`src/hdl/ipv4_fragment_header_gen_assert.svh`:
```
// assertion macros for the fragment header generator, used by ifhg_back
`ifndef IPV4_FRAGMENT_HEADER_GEN_ASSERT_SVH
`define IPV4_FRAGMENT_HEADER_GEN_ASSERT_SVH

// same-cycle implication, checked outside reset
`define IFHG_ASSERT_NOW(label, ante, cons, msg) \
    label: assert property (@(posedge clk) disable iff (!rst_n) (ante) |-> (cons)) \
        else $error(msg);

// next-cycle implication, checked outside reset
`define IFHG_ASSERT_NEXT(label, ante, cons, msg) \
    label: assert property (@(posedge clk) disable iff (!rst_n) (ante) |=> (cons)) \
        else $error(msg);

`endif

```
`src/hdl/ifhg_pkg.sv`:
```
// types and constants of the ipv4 fragment header generator
`default_nettype none

package ifhg_pkg;

    // header constants
    localparam logic [13:0] HDR_LEN      = 14'd20;
    localparam logic [13:0] MTU_MIN      = 14'd576;
    localparam logic [13:0] MTU_MAX      = 14'd9000;
    localparam logic [13:0] MTU_RESET    = 14'd1500;
    localparam logic [15:0] VER_IHL_WORD = 16'h4500;
    localparam logic [15:0] TTL_WORD     = 16'h8000;

    // configuration register indexes
    localparam int unsigned    CFG_ADDR_W = 2;
    localparam logic [1:0]     REG_MTU    = 2'd0;
    localparam logic [1:0]     REG_SRC    = 2'd1;
    localparam logic [1:0]     REG_DST    = 2'd2;

    // small queues between and behind the two halves
    localparam logic [1:0] Q_DEPTH = 2'd2;

    // configuration seen by the datapath
    typedef struct packed {
        logic [13:0] mtu;
        logic [18:0] addr_sum;
    } cfg_t;

    // classified request handed from front to back
    typedef struct packed {
        logic [15:0] len;
        logic [7:0]  proto;
        logic [13:0] frag;
        logic [15:0] id;
        logic        too_long;
    } req_t;

    // one header description beat
    typedef struct packed {
        logic [13:0] total_length;
        logic [15:0] ident;
        logic        more_frags;
        logic [12:0] frag_offset;
        logic [15:0] header_sum;
        logic        too_long;
        logic        last_of_run;
    } res_t;

endpackage

`default_nettype wire

```
`src/hdl/ifhg_cfg.sv`:
```
// configuration registers and the constant part of the header checksum
`default_nettype none

module ifhg_cfg (
    input  wire logic                             clk,
    input  wire logic                             rst_n,
    input  wire logic                             cfg_wr_en,
    input  wire logic [ifhg_pkg::CFG_ADDR_W-1:0]  cfg_addr,
    input  wire logic [31:0]                      cfg_wdata,
    output ifhg_pkg::cfg_t                        cfg
);

    logic [13:0] mtu_reg;
    logic [31:0] src_reg;
    logic [31:0] dst_reg;
    logic [18:0] addr_sum_reg;
    logic [18:0] addr_sum_next;

    // register writes
    always_ff @(posedge clk or negedge rst_n)
    begin
        if (!rst_n)
        begin
            mtu_reg <= ifhg_pkg::MTU_RESET;
            src_reg <= '0;
            dst_reg <= '0;
        end
        else if (cfg_wr_en)
        begin
            unique case (cfg_addr)
                ifhg_pkg::REG_MTU: mtu_reg <= cfg_wdata[13:0];
                ifhg_pkg::REG_SRC: src_reg <= cfg_wdata;
                ifhg_pkg::REG_DST: dst_reg <= cfg_wdata;
                default: ;
            endcase
        end
    end

    // words common to every header: version/ihl, ttl, both addresses
    assign addr_sum_next = 19'(ifhg_pkg::VER_IHL_WORD) + 19'(ifhg_pkg::TTL_WORD)
                         + 19'(src_reg[31:16]) + 19'(src_reg[15:0])
                         + 19'(dst_reg[31:16]) + 19'(dst_reg[15:0]);

    always_ff @(posedge clk or negedge rst_n)
    begin
        if (!rst_n)
            addr_sum_reg <= 19'(ifhg_pkg::VER_IHL_WORD) + 19'(ifhg_pkg::TTL_WORD);
        else
            addr_sum_reg <= addr_sum_next;
    end

    assign cfg.mtu      = mtu_reg;
    assign cfg.addr_sum = addr_sum_reg;

endmodule

`default_nettype wire

```
`src/hdl/ifhg_front.sv`:
```
// request intake: mtu clamp, size check, datagram id and request queue
`default_nettype none

module ifhg_front #(
    parameter int MAX_PAYLOAD = 16384
) (
    input  wire logic           clk,
    input  wire logic           rst_n,
    input  wire logic           push,
    output logic                full,
    input  wire logic [15:0]    payload_length,
    input  wire logic [7:0]     upper_protocol,
    input  wire logic [13:0]    mtu,
    input  wire logic           q_pop,
    output logic                q_valid,
    output ifhg_pkg::req_t      q_data
);

    localparam logic [16:0] MaxLen = 17'(MAX_PAYLOAD);

    logic [13:0]    mtu_sat;
    logic [13:0]    frag;
    logic [18:0]    frag_limit;
    logic           too_long;
    logic           accept;
    logic [15:0]    id_reg;
    ifhg_pkg::req_t req;

    ifhg_pkg::req_t q_mem [2];
    logic           wr_ptr_reg;
    logic           rd_ptr_reg;
    logic [1:0]     cnt_reg;
    logic           do_pop;

    // clamp mtu and round the fragment payload down to a multiple of eight bytes
    always_comb
    begin
        if (mtu < ifhg_pkg::MTU_MIN)
            mtu_sat = ifhg_pkg::MTU_MIN;
        else if (mtu > ifhg_pkg::MTU_MAX)
            mtu_sat = ifhg_pkg::MTU_MAX;
        else
            mtu_sat = mtu;
        frag = (mtu_sat - ifhg_pkg::HDR_LEN) & ~14'd7;
    end

    // thirty fragments times the fragment size
    assign frag_limit = ({5'd0, frag} << 5) - ({5'd0, frag} << 1);
    assign too_long   = ({1'b0, payload_length} > MaxLen)
                     || ({3'd0, payload_length} > frag_limit);

    assign full   = (cnt_reg == ifhg_pkg::Q_DEPTH);
    assign accept = push && !full;

    // datagram id, only advanced by datagrams that are sent
    always_ff @(posedge clk or negedge rst_n)
    begin
        if (!rst_n)
            id_reg <= 16'd1;
        else if (accept && !too_long)
            id_reg <= id_reg + 16'd1;
    end

    always_comb
    begin
        req.len      = payload_length;
        req.proto    = upper_protocol;
        req.frag     = frag;
        req.id       = id_reg;
        req.too_long = too_long;
    end

    // two-entry request queue
    assign do_pop  = q_pop && (cnt_reg != 2'd0);
    assign q_valid = (cnt_reg != 2'd0);
    assign q_data  = q_mem[rd_ptr_reg];

    always_ff @(posedge clk)
    begin
        if (accept)
            q_mem[wr_ptr_reg] <= req;
    end

    always_ff @(posedge clk or negedge rst_n)
    begin
        if (!rst_n)
        begin
            wr_ptr_reg <= 1'b0;
            rd_ptr_reg <= 1'b0;
            cnt_reg    <= 2'd0;
        end
        else
        begin
            if (accept)
                wr_ptr_reg <= !wr_ptr_reg;
            if (do_pop)
                rd_ptr_reg <= !rd_ptr_reg;
            if (accept && !do_pop)
                cnt_reg <= cnt_reg + 2'd1;
            else if (!accept && do_pop)
                cnt_reg <= cnt_reg - 2'd1;
        end
    end

endmodule

`default_nettype wire

```
`src/hdl/ifhg_back.sv`:
```
// fragment walker, checksum stage and result queue
`default_nettype none

`include "ipv4_fragment_header_gen_assert.svh"

module ifhg_back (
    input  wire logic           clk,
    input  wire logic           rst_n,
    input  wire logic           q_valid,
    input  wire ifhg_pkg::req_t q_data,
    output logic                q_pop,
    input  wire logic [18:0]    addr_sum,
    output ifhg_pkg::res_t      res,
    output logic                empty,
    input  wire logic           pop
);

    // walker state
    logic           busy_reg;
    logic [15:0]    remain_reg;
    logic [12:0]    off_reg;
    logic [13:0]    frag_size_reg;
    logic [15:0]    id_reg;
    logic [19:0]    dg_sum_reg;
    logic           tl_reg;

    // fragment stage
    logic           fv_reg;
    ifhg_pkg::res_t fres_reg;
    logic [19:0]    fsum_reg;

    // result queue
    ifhg_pkg::res_t o_mem [2];
    logic           owr_ptr_reg;
    logic           ord_ptr_reg;
    logic [1:0]     ocnt_reg;

    logic           load;
    logic           emit;
    logic           frag_ready;
    logic           fadv;
    logic           opop;
    logic           w_last;
    logic [15:0]    w_bytes;
    logic [13:0]    w_tot;
    ifhg_pkg::res_t w_res;
    logic [19:0]    s0;
    logic [16:0]    s1;
    logic [16:0]    s2;
    ifhg_pkg::res_t out_res;

    assign fadv       = fv_reg && (ocnt_reg != ifhg_pkg::Q_DEPTH);
    assign frag_ready = !fv_reg || fadv;
    assign emit       = busy_reg && frag_ready;
    assign load       = !busy_reg && q_valid;
    assign q_pop      = load;

    // next fragment from the walker
    always_comb
    begin
        w_last  = tl_reg || (remain_reg <= {2'd0, frag_size_reg});
        w_bytes = w_last ? remain_reg : {2'd0, frag_size_reg};
        w_tot   = w_bytes[13:0] + ifhg_pkg::HDR_LEN;
        w_res.total_length = tl_reg ? 14'd0 : w_tot;
        w_res.ident        = tl_reg ? 16'd0 : id_reg;
        w_res.more_frags   = !w_last;
        w_res.frag_offset  = tl_reg ? 13'd0 : off_reg;
        w_res.header_sum   = '0;
        w_res.too_long     = tl_reg;
        w_res.last_of_run  = w_last;
    end

    // walker: load a request, then one fragment per cycle while the fragment stage can advance
    always_ff @(posedge clk or negedge rst_n)
    begin
        if (!rst_n)
            busy_reg <= 1'b0;
        else if (load)
            busy_reg <= 1'b1;
        else if (emit && w_last)
            busy_reg <= 1'b0;
    end

    always_ff @(posedge clk)
    begin
        if (load)
        begin
            remain_reg    <= q_data.len;
            off_reg       <= '0;
            frag_size_reg <= q_data.frag;
            id_reg        <= q_data.id;
            tl_reg        <= q_data.too_long;
            dg_sum_reg    <= 20'(addr_sum) + 20'(q_data.id) + 20'(q_data.proto);
        end
        else if (emit)
        begin
            remain_reg <= remain_reg - {2'd0, frag_size_reg};
            off_reg    <= off_reg + 13'(frag_size_reg[13:3]);
        end
    end

    // fragment stage register
    always_ff @(posedge clk or negedge rst_n)
    begin
        if (!rst_n)
            fv_reg <= 1'b0;
        else if (frag_ready)
            fv_reg <= emit;
    end

    always_ff @(posedge clk)
    begin
        if (emit)
        begin
            fres_reg <= w_res;
            fsum_reg <= dg_sum_reg;
        end
    end

    // add length and flags/offset words, fold carries, complement (zero for refused beats)
    always_comb
    begin
        s0 = fsum_reg + 20'(fres_reg.total_length)
           + 20'({fres_reg.more_frags, fres_reg.frag_offset});
        s1 = 17'(s0[15:0]) + 17'(s0[19:16]);
        s2 = 17'(s1[15:0]) + 17'(s1[16]);
        out_res            = fres_reg;
        out_res.header_sum = fres_reg.too_long ? 16'd0 : ~s2[15:0];
    end

    // two-entry result queue
    assign opop  = pop && (ocnt_reg != 2'd0);
    assign empty = (ocnt_reg == 2'd0);
    assign res   = o_mem[ord_ptr_reg];

    always_ff @(posedge clk)
    begin
        if (fadv)
            o_mem[owr_ptr_reg] <= out_res;
    end

    always_ff @(posedge clk or negedge rst_n)
    begin
        if (!rst_n)
        begin
            owr_ptr_reg <= 1'b0;
            ord_ptr_reg <= 1'b0;
            ocnt_reg    <= 2'd0;
        end
        else
        begin
            if (fadv)
                owr_ptr_reg <= !owr_ptr_reg;
            if (opop)
                ord_ptr_reg <= !ord_ptr_reg;
            if (fadv && !opop)
                ocnt_reg <= ocnt_reg + 2'd1;
            else if (!fadv && opop)
                ocnt_reg <= ocnt_reg - 2'd1;
        end
    end

    // checks
    `IFHG_ASSERT_NEXT(a_run_ends, emit && w_last, !busy_reg, "walker busy after last fragment")
    `IFHG_ASSERT_NOW(a_mf_mid, fadv && !fres_reg.last_of_run, fres_reg.more_frags && !fres_reg.too_long, "middle fragment without more_frags")
    `IFHG_ASSERT_NEXT(a_frag_hold, fv_reg && !fadv, fv_reg && $stable(fres_reg), "stalled fragment changed")
    `IFHG_ASSERT_NOW(a_refused, fadv && fres_reg.too_long, fres_reg.last_of_run && (out_res.header_sum == 16'd0), "refused beat not final or nonzero")

endmodule

`default_nettype wire

```
`src/hdl/ipv4_fragment_header_gen.sv`:
```
// top level of the ipv4 fragment header generator
`default_nettype none

// Takes one datagram request (payload length, protocol) per push beat and
// emits one header description beat per fragment, with fragments of
// floor((mtu-20)/8)*8 payload bytes, a shared identification and the header
// checksum over the configured addresses. A request over MAX_PAYLOAD bytes
// or needing more than thirty fragments gives a single beat with too_long set.
// The fragment walker loads a request, then gives one header per cycle while
// the result path does not stall, and loads the next request only after the
// last header of its run. The front queue holds two requests, the result
// queue two beats, and a result passes the request queue, walker, fragment
// stage and result queue. Configuration writes are meant for idle.

module ipv4_fragment_header_gen #(
    parameter int MAX_PAYLOAD = 16384
) (
    input  wire logic                             clk,
    input  wire logic                             rst_n,
    input  wire logic                             cfg_wr_en,
    input  wire logic [ifhg_pkg::CFG_ADDR_W-1:0]  cfg_addr,
    input  wire logic [31:0]                      cfg_wdata,
    input  wire logic                             push,
    output logic                                  full,
    input  wire logic [15:0]                      payload_length,
    input  wire logic [7:0]                       upper_protocol,
    output logic                                  empty,
    input  wire logic                             pop,
    output logic [13:0]                           total_length,
    output logic [15:0]                           ident,
    output logic                                  more_frags,
    output logic [12:0]                           frag_offset,
    output logic [15:0]                           header_sum,
    output logic                                  too_long,
    output logic                                  last_of_run
);

    ifhg_pkg::cfg_t cfg;
    ifhg_pkg::req_t q_data;
    ifhg_pkg::res_t res;
    logic           q_valid;
    logic           q_pop;

    // configuration registers
    ifhg_cfg u_cfg (
        .clk       (clk),
        .rst_n     (rst_n),
        .cfg_wr_en (cfg_wr_en),
        .cfg_addr  (cfg_addr),
        .cfg_wdata (cfg_wdata),
        .cfg       (cfg)
    );

    // request intake and classification
    ifhg_front #(
        .MAX_PAYLOAD (MAX_PAYLOAD)
    ) u_front (
        .clk            (clk),
        .rst_n          (rst_n),
        .push           (push),
        .full           (full),
        .payload_length (payload_length),
        .upper_protocol (upper_protocol),
        .mtu            (cfg.mtu),
        .q_pop          (q_pop),
        .q_valid        (q_valid),
        .q_data         (q_data)
    );

    // fragment generation
    ifhg_back u_back (
        .clk      (clk),
        .rst_n    (rst_n),
        .q_valid  (q_valid),
        .q_data   (q_data),
        .q_pop    (q_pop),
        .addr_sum (cfg.addr_sum),
        .res      (res),
        .empty    (empty),
        .pop      (pop)
    );

    // result fields
    assign total_length = res.total_length;
    assign ident        = res.ident;
    assign more_frags   = res.more_frags;
    assign frag_offset  = res.frag_offset;
    assign header_sum   = res.header_sum;
    assign too_long     = res.too_long;
    assign last_of_run  = res.last_of_run;

endmodule

`default_nettype wire
```
`config.mk`:
```
export PLATFORM = sky130hd
export DESIGN_NAME = ipv4_fragment_header_gen
export DESIGN_NICKNAME = d
export VERILOG_FILES = /design/src/hdl/ifhg_pkg.sv /design/src/hdl/ifhg_cfg.sv /design/src/hdl/ifhg_front.sv /design/src/hdl/ifhg_back.sv /design/src/hdl/ipv4_fragment_header_gen.sv
export VERILOG_INCLUDE_DIRS = /design/src /design/src/hdl
export SDC_FILE = /design/constraint.sdc
export NUM_CORES = 1
export LEC_CHECK = 0
export ABC_CLOCK_PERIOD_IN_PS = 9510
export CAP_MARGIN = 15
export CORE_MARGIN = 1.5
export CORE_UTILIZATION = 60
export CTS_BUF_LIST = sky130_fd_sc_hd__clkbuf_4 sky130_fd_sc_hd__clkbuf_8
export CTS_CLUSTER_DIAMETER = 200
export CTS_CLUSTER_SIZE = 30
export DETAILED_ROUTE_END_ITERATION = 10
export DONT_BUFFER_PORTS = 1
export PLACE_DENSITY = 0.76
export RECOVER_POWER = 25
export SLEW_MARGIN = 20
export SYNTH_ARGS = -nofsm -noshare
export SYNTH_HDL_FRONTEND = slang
export SYNTH_SLANG_ARGS = --single-unit
```
`constraint.sdc`:
```
create_clock -name clk -period 9.51 [get_ports clk]
set_input_delay 1.902 -clock clk [delete_from_list [all_inputs] [get_ports clk]]
set_output_delay 1.902 -clock clk [all_outputs]
set_load 0.01 [all_outputs]
```
==> metrics.md, run 1 <==
| Metric | Value |
|---|---|
| Status | completed |
| Worst Setup Start Kind | flop |
| Port-buffer cells | 0 |
| Critical Path RT | ~10000 ps |
| Die W | between 200 and 250 um |
| Syn. warnings | 0 |
| Worst rel slew slack | about a third |
| Die area | around 42000 sq um |
| Most common cell after layout, fill and taps aside | edfxtp_1 |
| Final Setup Violations | 0 |
| Crit Path Class | reg -> reg |
| H-tree levels | 1 |
| Fin Clk Skew | around 44 ps |
| Post-synth EDFFs | roughly 360 |
| Slew @ Worst Pin | 1000 ps |
| Clock sink count | between 400 and 500 |
| Clk Latency, worst-skew pair | 650 ps |
| Hold Path Class | reg -> reg |
| Wl on met1 | ~21 mm |
| Hold_buf cts | 0 |
| Critical R2R Launch | u_cfg.mtu_reg[13] |
| Top layer in use | met5 |
| Fill count | ~3.1k |
| Core area | between 40000 and 50000 sq um |
| Post-route clock period utilization | 82.3% |
| Max_cap viols | 0 |
| I/O pin total | about 130 |
| Rows | 74 |
| Via count | between 10k and 15k |
| Max frequency | between 0.1 and 0.15 GHz |
| Final Hold Vio Count | 0 |
| Post-route cell area | between 20000 and 30000 sq um |
| Share of post-route cells with drive strength above 1 | between 10% and 20% |
| Number of DRC markers in iteration 0 | between 800 and 900 |
| Nets@finish | 2085 |
| GRT overflow | 0 |
| Area after DPL | 25300 sq um |
| Cell Count, Final, Fillers Out | approximately 2.4k |
| Hold depth | 0 |
| Unrepaired setup endpoints after global routing | false |
| Dominant cell type by area after synthesis | edfxtp_1 |
| Slew Limit Fails | 0 |
| Synth top area share | a little over two fifths |
| Area Growth Syn to Fin | 4.01% |
| Deepest clock path buffer count | 3 |
| Top_reg_cell synth | edfxtp_1 |
| HPWL after DPL | ~36 mm |
| Cells after Synth | around 1.9k |
| GRT Total Usage | 23.4% |
| Synth unique cells | 87 |
| Initial antenna violation count | 2 |
| CTS buffer count | 20 |
| Initial Util | 60.7% |
| Reg2reg end | u_front.id_reg[14] |
| Drt wl/cell | between 20 and 25 um |
| Via density | approximately 6 |
| Synth Register Bits | 494 |
| Total wire length | 48.5 mm |
| R2R depth | 24 |
| Max reg flops | between 100 and 150 |
| CTS root buf | clkbuf_8 |
| CTS tree | done |
| Setup bufs post-CTS | 0 |
| Wire length on met3 | around 2.5 mm |
| Reg2Reg Setup Slack | 1680 ps |
| Worst-path clk slew | ~170 ps |
| Post-synth net total | around 2.1k |
| Worst path arrival time | roughly 8300 ps |
| CP max FO | 14 |
| Area of the mapped netlist | 24700 sq um |
| Sequential cell area fraction in the yosys report | 57.1% |
| Placer Congestion | just under 0.9 |
| DR pass1 iterations | 5 |
| Worst Min Path Start | u_back.dg_sum_reg[1] |
| Largest net degree at the start of global routing | around 120 |
| Synth area leaders | edfxtp_1 43%, dfrtp_1 11%, mux2_2 8.0% |
| Most frequent cells in the layout | 358 x edfxtp_1, 175 x mux2_2, 119 x nor2_1, 112 x inv_1, 109 x dfrtp_1 |
| Global-route wire length before repair | between 70 and 80 mm |
| Vias in the first global route | roughly 15k |
| Die Y-Extent | about 210 um |
| Antenna Nets Post-Route | 0 |
| Post-CTS resize count | 0 |
| Met2 wire length | 23.2 mm |
| # DRC | 0 |
| Count of placed standard cells including taps | 2365 |
| Min Tclk post-route | slightly below 8000 ps |
| Hold endpoint | u_back.fsum_reg[1] |
| Async SR Flop Fraction | ~25% |
| Setup TNS | 0 ps |
| Setup crit end kind | flop |
| Avg Cell Area, Syn | 13.2 sq um |
## layer usage
layer | global-route usage (%) | up-vias
met5 | 0 | -
met4 | 6.03 | 2
met3 | 4.18 | 79
met2 | 39.1 | 312
met1 | 31.7 | 6983
li1 | - | 6757
## critical path, cell delays in order, from the launching register on
cell	delay, ps
dfrtp_1	480
or4_1	670
a21oi_1	730
nor2_1	240
nand2_1	130
ha_1	430
nor2b_1	320
o41ai_1	500
a21boi_1	490
a32o_1	330
a21oi_1	90
a211oi_2	370
nor2_1	110
xor2_1	170
ha_1	300
and4_1	250
o211ai_1	100
a21oi_1	120
o21ai_0	120
a221oi_1	490
o311ai_4	180
a32o_2	340
o21ai_2	440
nor4_1	150
xor2_1	170
## how the worst max path moves through the flow
| stage | startpoint | endpoint | slack, ps | depth (start not counted) |
|---|---|---|---|---|
| global placement | u_cfg.mtu_reg[11] | u_front.id_reg[15] | 2030 | 28 |
| floorplan | u_cfg.mtu_reg[8] | u_front.id_reg[11] | 3360 | 28 |
| detailed placement | u_cfg.mtu_reg[13] | u_front.id_reg[14] | 1850 | 24 |
| finish | u_cfg.mtu_reg[13] | u_front.id_reg[14] | 1680 | 24 |
| CTS | u_cfg.mtu_reg[13] | u_front.id_reg[14] | 1790 | 24 |
| global route | u_cfg.mtu_reg[13] | u_front.id_reg[11] | 1110 | 24 |
## cell type report
class	count	area, sq um	area share, %
diodes	2	5.00	0.0195
clock buffers	35	394	1.53
clock inverters	1	16.3	0.0633
inverters	114	428	1.66
multi-input cells	1211	9990	38.9
flip-flops and latches	494	14100	54.9
well taps	532	666	2.59
repair buffers	14	105	0.409
## cells by family (layout without fill, tap and decap cells)
logic type | after synthesis | count (layout) | share of synthesized area [%]
xor gates and xnor gates | 133 | 133 | 4.80
muxes | 193 | 193 | 8.70
DFF | 494 | 494 | 57.1
other | 0 | 2 | 0
AOI/OAI and AO/OA | 277 | 277 | 7.47
adders and majority gates | 168 | 168 | 10.3
and+or+nand+nor | 440 | 440 | 9.07
buffers and inverters | 169 | 164 | 2.62
## per-stage QoR
| stage | setup slack [ps] | hold slack, ps | util, % |
|---|---|---|---|
| 3_5_place_dp | 1850 | 405 | 62.1 |
| 3_3_place_gp | 2030 | 403 | 62.1 |
| 2_1_floorplan | 3360 | 400 | - |
| 4_1_cts | 1790 | 443 | 63.1 |
| 5_1_grt | 1110 | 450 | 63.1 |
| 6_report | 1680 | 437 | 63.1 |
## cells in the mapped netlist (32+ instances only)
library cell / instances
xnor2_1: 84
dfrtp_1: 111
clkbuf_1: 42
o21ai_0: 75
nor2b_1: 50
nand3_1: 41
nand2_1: 73
a21oi_1: 66
ha_1: 108
edfxtp_1: 358
nor2_1: 121
inv_1: 113
mux2_2: 175
xor2_1: 47
fa_1: 59
nor3_1: 32
Power of run 1 is left out: the tool's default activity adds up to more than one toggle a clock period on the data nets, which glitch-free logic cannot reach.
==> run 2: changes to the inputs <==
--- a/config.mk
+++ b/config.mk
@@ -6,7 +6,8 @@
 export SDC_FILE = /design/constraint.sdc
 export NUM_CORES = 1
 export LEC_CHECK = 0
-export ABC_CLOCK_PERIOD_IN_PS = 9510
+export ABC_AREA = 1
+export ABC_CLOCK_PERIOD_IN_PS = 6300
 export CAP_MARGIN = 15
 export CORE_MARGIN = 1.5
 export CORE_UTILIZATION = 60
@@ -15,7 +16,7 @@
 export CTS_CLUSTER_SIZE = 30
 export DETAILED_ROUTE_END_ITERATION = 10
 export DONT_BUFFER_PORTS = 1
-export PLACE_DENSITY = 0.76
+export PLACE_DENSITY = 0.79
 export RECOVER_POWER = 25
 export SLEW_MARGIN = 20
 export SYNTH_ARGS = -nofsm -noshare
==> constraint.sdc (replaced) <==
create_clock -name clk -period 6.3 [get_ports clk]
set_input_delay 1.26 -clock clk [delete_from_list [all_inputs] [get_ports clk]]
set_output_delay 1.26 -clock clk [all_outputs]
set_load 0.01 [all_outputs]
==> metrics.md, run 2 <==
| Metric | Value |
|---|---|
| Post-synth net total | 2603 (+24%) |
| Post-route cell area | 26100 sq um (+1.3%) |
| Hold Path Class | in -> async |
| Worst rel slew slack | 36.0% (+3.2 points) |
| Nets@finish | 2604 (+25%) |
| Total wire length | 50.4 mm (+4.0%) |
| Die W | 206 um (about the same) |
| GRT overflow | 0 (unchanged) |
| Antenna Nets Post-Route | 0 (unchanged) |
| Critical R2R Launch | u_back.fsum_reg[3] |
| Max reg flops | 124 (unchanged) |
| Final Setup Violations | 6 (+6) |
| Dominant cell type by area after synthesis | edfxtp_1 |
| Number of DRC markers in iteration 0 | 1126 (+34%) |
| Sequential cell area fraction in the yosys report | 57.2% (+0.11 points) |
| Area Growth Syn to Fin | 5.62% |
| Max_cap viols | 0 (unchanged) |
| Area of the mapped netlist | 24700 sq um (-0.20%) |
| Synth Register Bits | 494 (unchanged) |
| Fin Clk Skew | 27.3 ps (-16.8 ps) |
| DR pass1 iterations | 7 (+2) |
| Via count | 16.1k (+14%) |
| Worst Setup Start Kind | flop |
| Count leader, synth | nand2_1 |
| Slew Limit Fails | 0 (unchanged) |
| R2R depth | 38 (+58%) |
| Clk Latency, worst-skew pair | 620 ps (-30 ps) |
| Critical Path RT | 6690 ps (-3310 ps) |
| Deepest clock path buffer count | 3 (unchanged) |
| Port-buffer cells | 0 (unchanged) |
| Reg2Reg Setup Slack | -20 ps (-1710 ps) |
| Syn. warnings | 0 (unchanged) |
| HPWL after DPL | 36.3 mm (+0.17%) |
| Slew @ Worst Pin | 958 ps (-45.4 ps) |
| Setup crit end kind | flop |
| Post-route clock period utilization | 100% (+18 points) |
| Post-synth top cells | 661 x nand2_1, 358 x edfxtp_1, 246 x inv_1 |
| Hold_buf cts | 0 (unchanged) |
| CP max FO | 4 (-10) |
| Area after DPL | 25300 sq um (about the same) |
| Vias in the first global route | 15.8k (+9.0%) |
| Die area | 42300 sq um (-0.19%) |
| Initial Util | 60.6% (-0.12 points) |
| Avg Cell Area, Syn | 10.4 sq um (-21%) |
| Unrepaired setup endpoints after global routing | true |
| Setup TNS | -122 ps (-122 ps) |
| # DRC | 0 (unchanged) |
| Failing checks | negative setup slack |
| Post-synth EDFFs | 358 (unchanged) |
| Most frequent cells in the layout | 654 x nand2_1, 358 x edfxtp_1, 243 x inv_1, 136 x nor2_1, 133 x o21ai_0 |
| Cells after Synth | 2373 (+27%) |
| CTS buffer count | 20 (unchanged) |
| Min Tclk post-route | 6320 ps (-1500 ps) |
| I/O pin total | 127 (unchanged) |
| Rows | 74 (unchanged) |
| Drt wl/cell | 17.3 um (-14%) |
| Fin worst setup slack | -23.8 ps (-1710 ps) |
| Max frequency | 0.158 GHz (+24%) |
| Share of post-route cells with drive strength above 1 | 9.46% (-5.1 points) |
| Most common cell after layout, fill and taps aside | nand2_1 |
| Die Y-Extent | 206 um (about the same) |
| Critical path's largest stage delay | 550 ps (-180 ps) |
| Status | finished with violations |
| Initial antenna violation count | 1 (-1) |
| Most common cell on crit path | nand3_2 |
| Largest net degree at the start of global routing | 124 (unchanged) |
| Synth unique cells | 58 (-33%) |
| Reg2reg end | u_back.o_mem[0][17] |
| Slowest stage cell, crit path | fa_1 |
| Final Util | 64.0% (+0.85 points) |
| Global-route wire length before repair | 79.9 mm (+2.8%) |
| CTS root buf | clkbuf_8 |
| Final Hold Vio Count | 0 (unchanged) |
| Placer Congestion | 0.913 (+3.5%) |
| GRT Total Usage | 23.9% (+0.55 points) |
| Synth top area share | 43.6% (+0.086 points) |
| Async SR Flop Fraction | 24.9% (unchanged) |
| Clock sink count | 494 (unchanged) |
| Worst path arrival time | 6710 ps (-1610 ps) |
| Via density | 5.51 (-6.2%) |
| Core area | 40700 sq um (unchanged) |
| H-tree levels | 1 (unchanged) |
| Worst-path clk slew | 170 ps (about the same) |
| Synth area leaders | edfxtp_1 44%, dfrtp_1 11%, nand2_1 10% |
| Crit Path Class | reg -> reg |
| Top_reg_cell synth | edfxtp_1 |
| CTS tree | done |
==> run 2: changes by cell type in the layout (fill, tap and decap cells not counted), sizes merged, moves of 28 or more <==
cell	delta
a21oi	+34
xor2	+28
mux2	-175
nor2b	-50
xnor2	-53
nand3	+30
inv	+144
nor2	+43
o21ai	+66
nand2	+623
==> run 2: area by class of cell <==
cell class                      count  area (sq um)
Clock inverter                      1          16.3
Fill cell                        3155         14700
Timing Repair Buffer               34           255
Antenna cell                        1          2.50
Clock buffer                       35           394
Tap cell                          532           666
Sequential cell                   494         14100
Inverter                          260           980
Multi-Input combinational cell   1564          9640
==> run 2: cells by family (layout without fill, tap and decap cells) <==
| logic type | count (synthesis) | after routing | synth area share, % |
|---|---|---|---|
| XOR/XNOR | 107 | 107 | 3.80 |
| other | 0 | 1 | 0 |
| AO/OA/AOI/OAI | 291 | 291 | 6.51 |
| flip-flops | 494 | 494 | 57.2 |
| adder cells (fa/ha/maj) | 167 | 167 | 10.3 |
| AND/OR/NAND/NOR | 998 | 998 | 17.3 |
| buffers and inverters | 315 | 330 | 4.94 |
| multiplexers | 1 | 1 | 0.0406 |
==> run 2: what timing repair did <==
| item | CTS | global route |
|---|---|---|
| gates resized for setup | 11 | 51 |
| setup buffers | 2 | 14 |
| setup endpoints to repair | 12 | 16 |
| endpoints found under the hold margin | 0 | 0 |
| pin swaps | 2 | 29 |
==> run 2: worst max-delay path by stage <==
| stage | startpoint | slack (ps) | endpoint | cells after the start |
|---|---|---|---|---|
| 2_1_floorplan | u_back.fres_reg[19] | 270 | u_back.o_mem[0][16] | 36 |
| 3_3_place_gp | u_back.fres_reg[19] | 3 | u_back.o_mem[0][16] | 36 |
| 3_5_place_dp | u_back.fsum_reg[1] | -390 | u_back.o_mem[1][16] | 36 |
| 4_1_cts | u_back.fres_reg[21] | 20 | u_back.o_mem[0][16] | 40 |
| 5_1_grt | u_back.fres_reg[22] | -440 | u_back.o_mem[1][16] | 39 |
| 6_report | u_back.fsum_reg[3] | -20 | u_back.o_mem[0][17] | 38 |
==> run 2: layer usage <==
layer | vias to the layer above | part of all wire (%) | track usage (%)
li1 | 7826 | - | -
met1 | 7697 | 41 | 31.3
met3 | 96 | 7.2 | 4.23
met5 | - | 0 | 0
met4 | 0 | 3.2 | 7.14
met2 | 490 | 48 | 40.9
==> run 2: through the flow <==
| step | setup WS [ps] | cells | hold slack (ps) |
|---|---|---|---|
| 3_5_place_dp | -392 | 2868 | 413 |
| 6_report | -23.8 | 2921 | 305 |
| 4_1_cts | 18.1 | 2906 | 261 |
| 2_1_floorplan | 272 | 2373 | 400 |
| 3_3_place_gp | 3.04 | 2868 | 406 |
| 5_1_grt | -439 | 2921 | 253 |
==> run 2: worst max-delay path: cells and delay by family (launching register included) <==
| family | cells | cell delay [ps] |
|---|---|---|
| AOI/OAI and AO/OA | 7 | 810 |
| xor gates and xnor gates | 1 | 180 |
| adders and majority gates | 5 | 1520 |
| buffers and inverters | 1 | 90 |
| DFF | 1 | 440 |
| and+or+nand+nor | 24 | 3030 |
Power of run 2 is left out for the same reason.
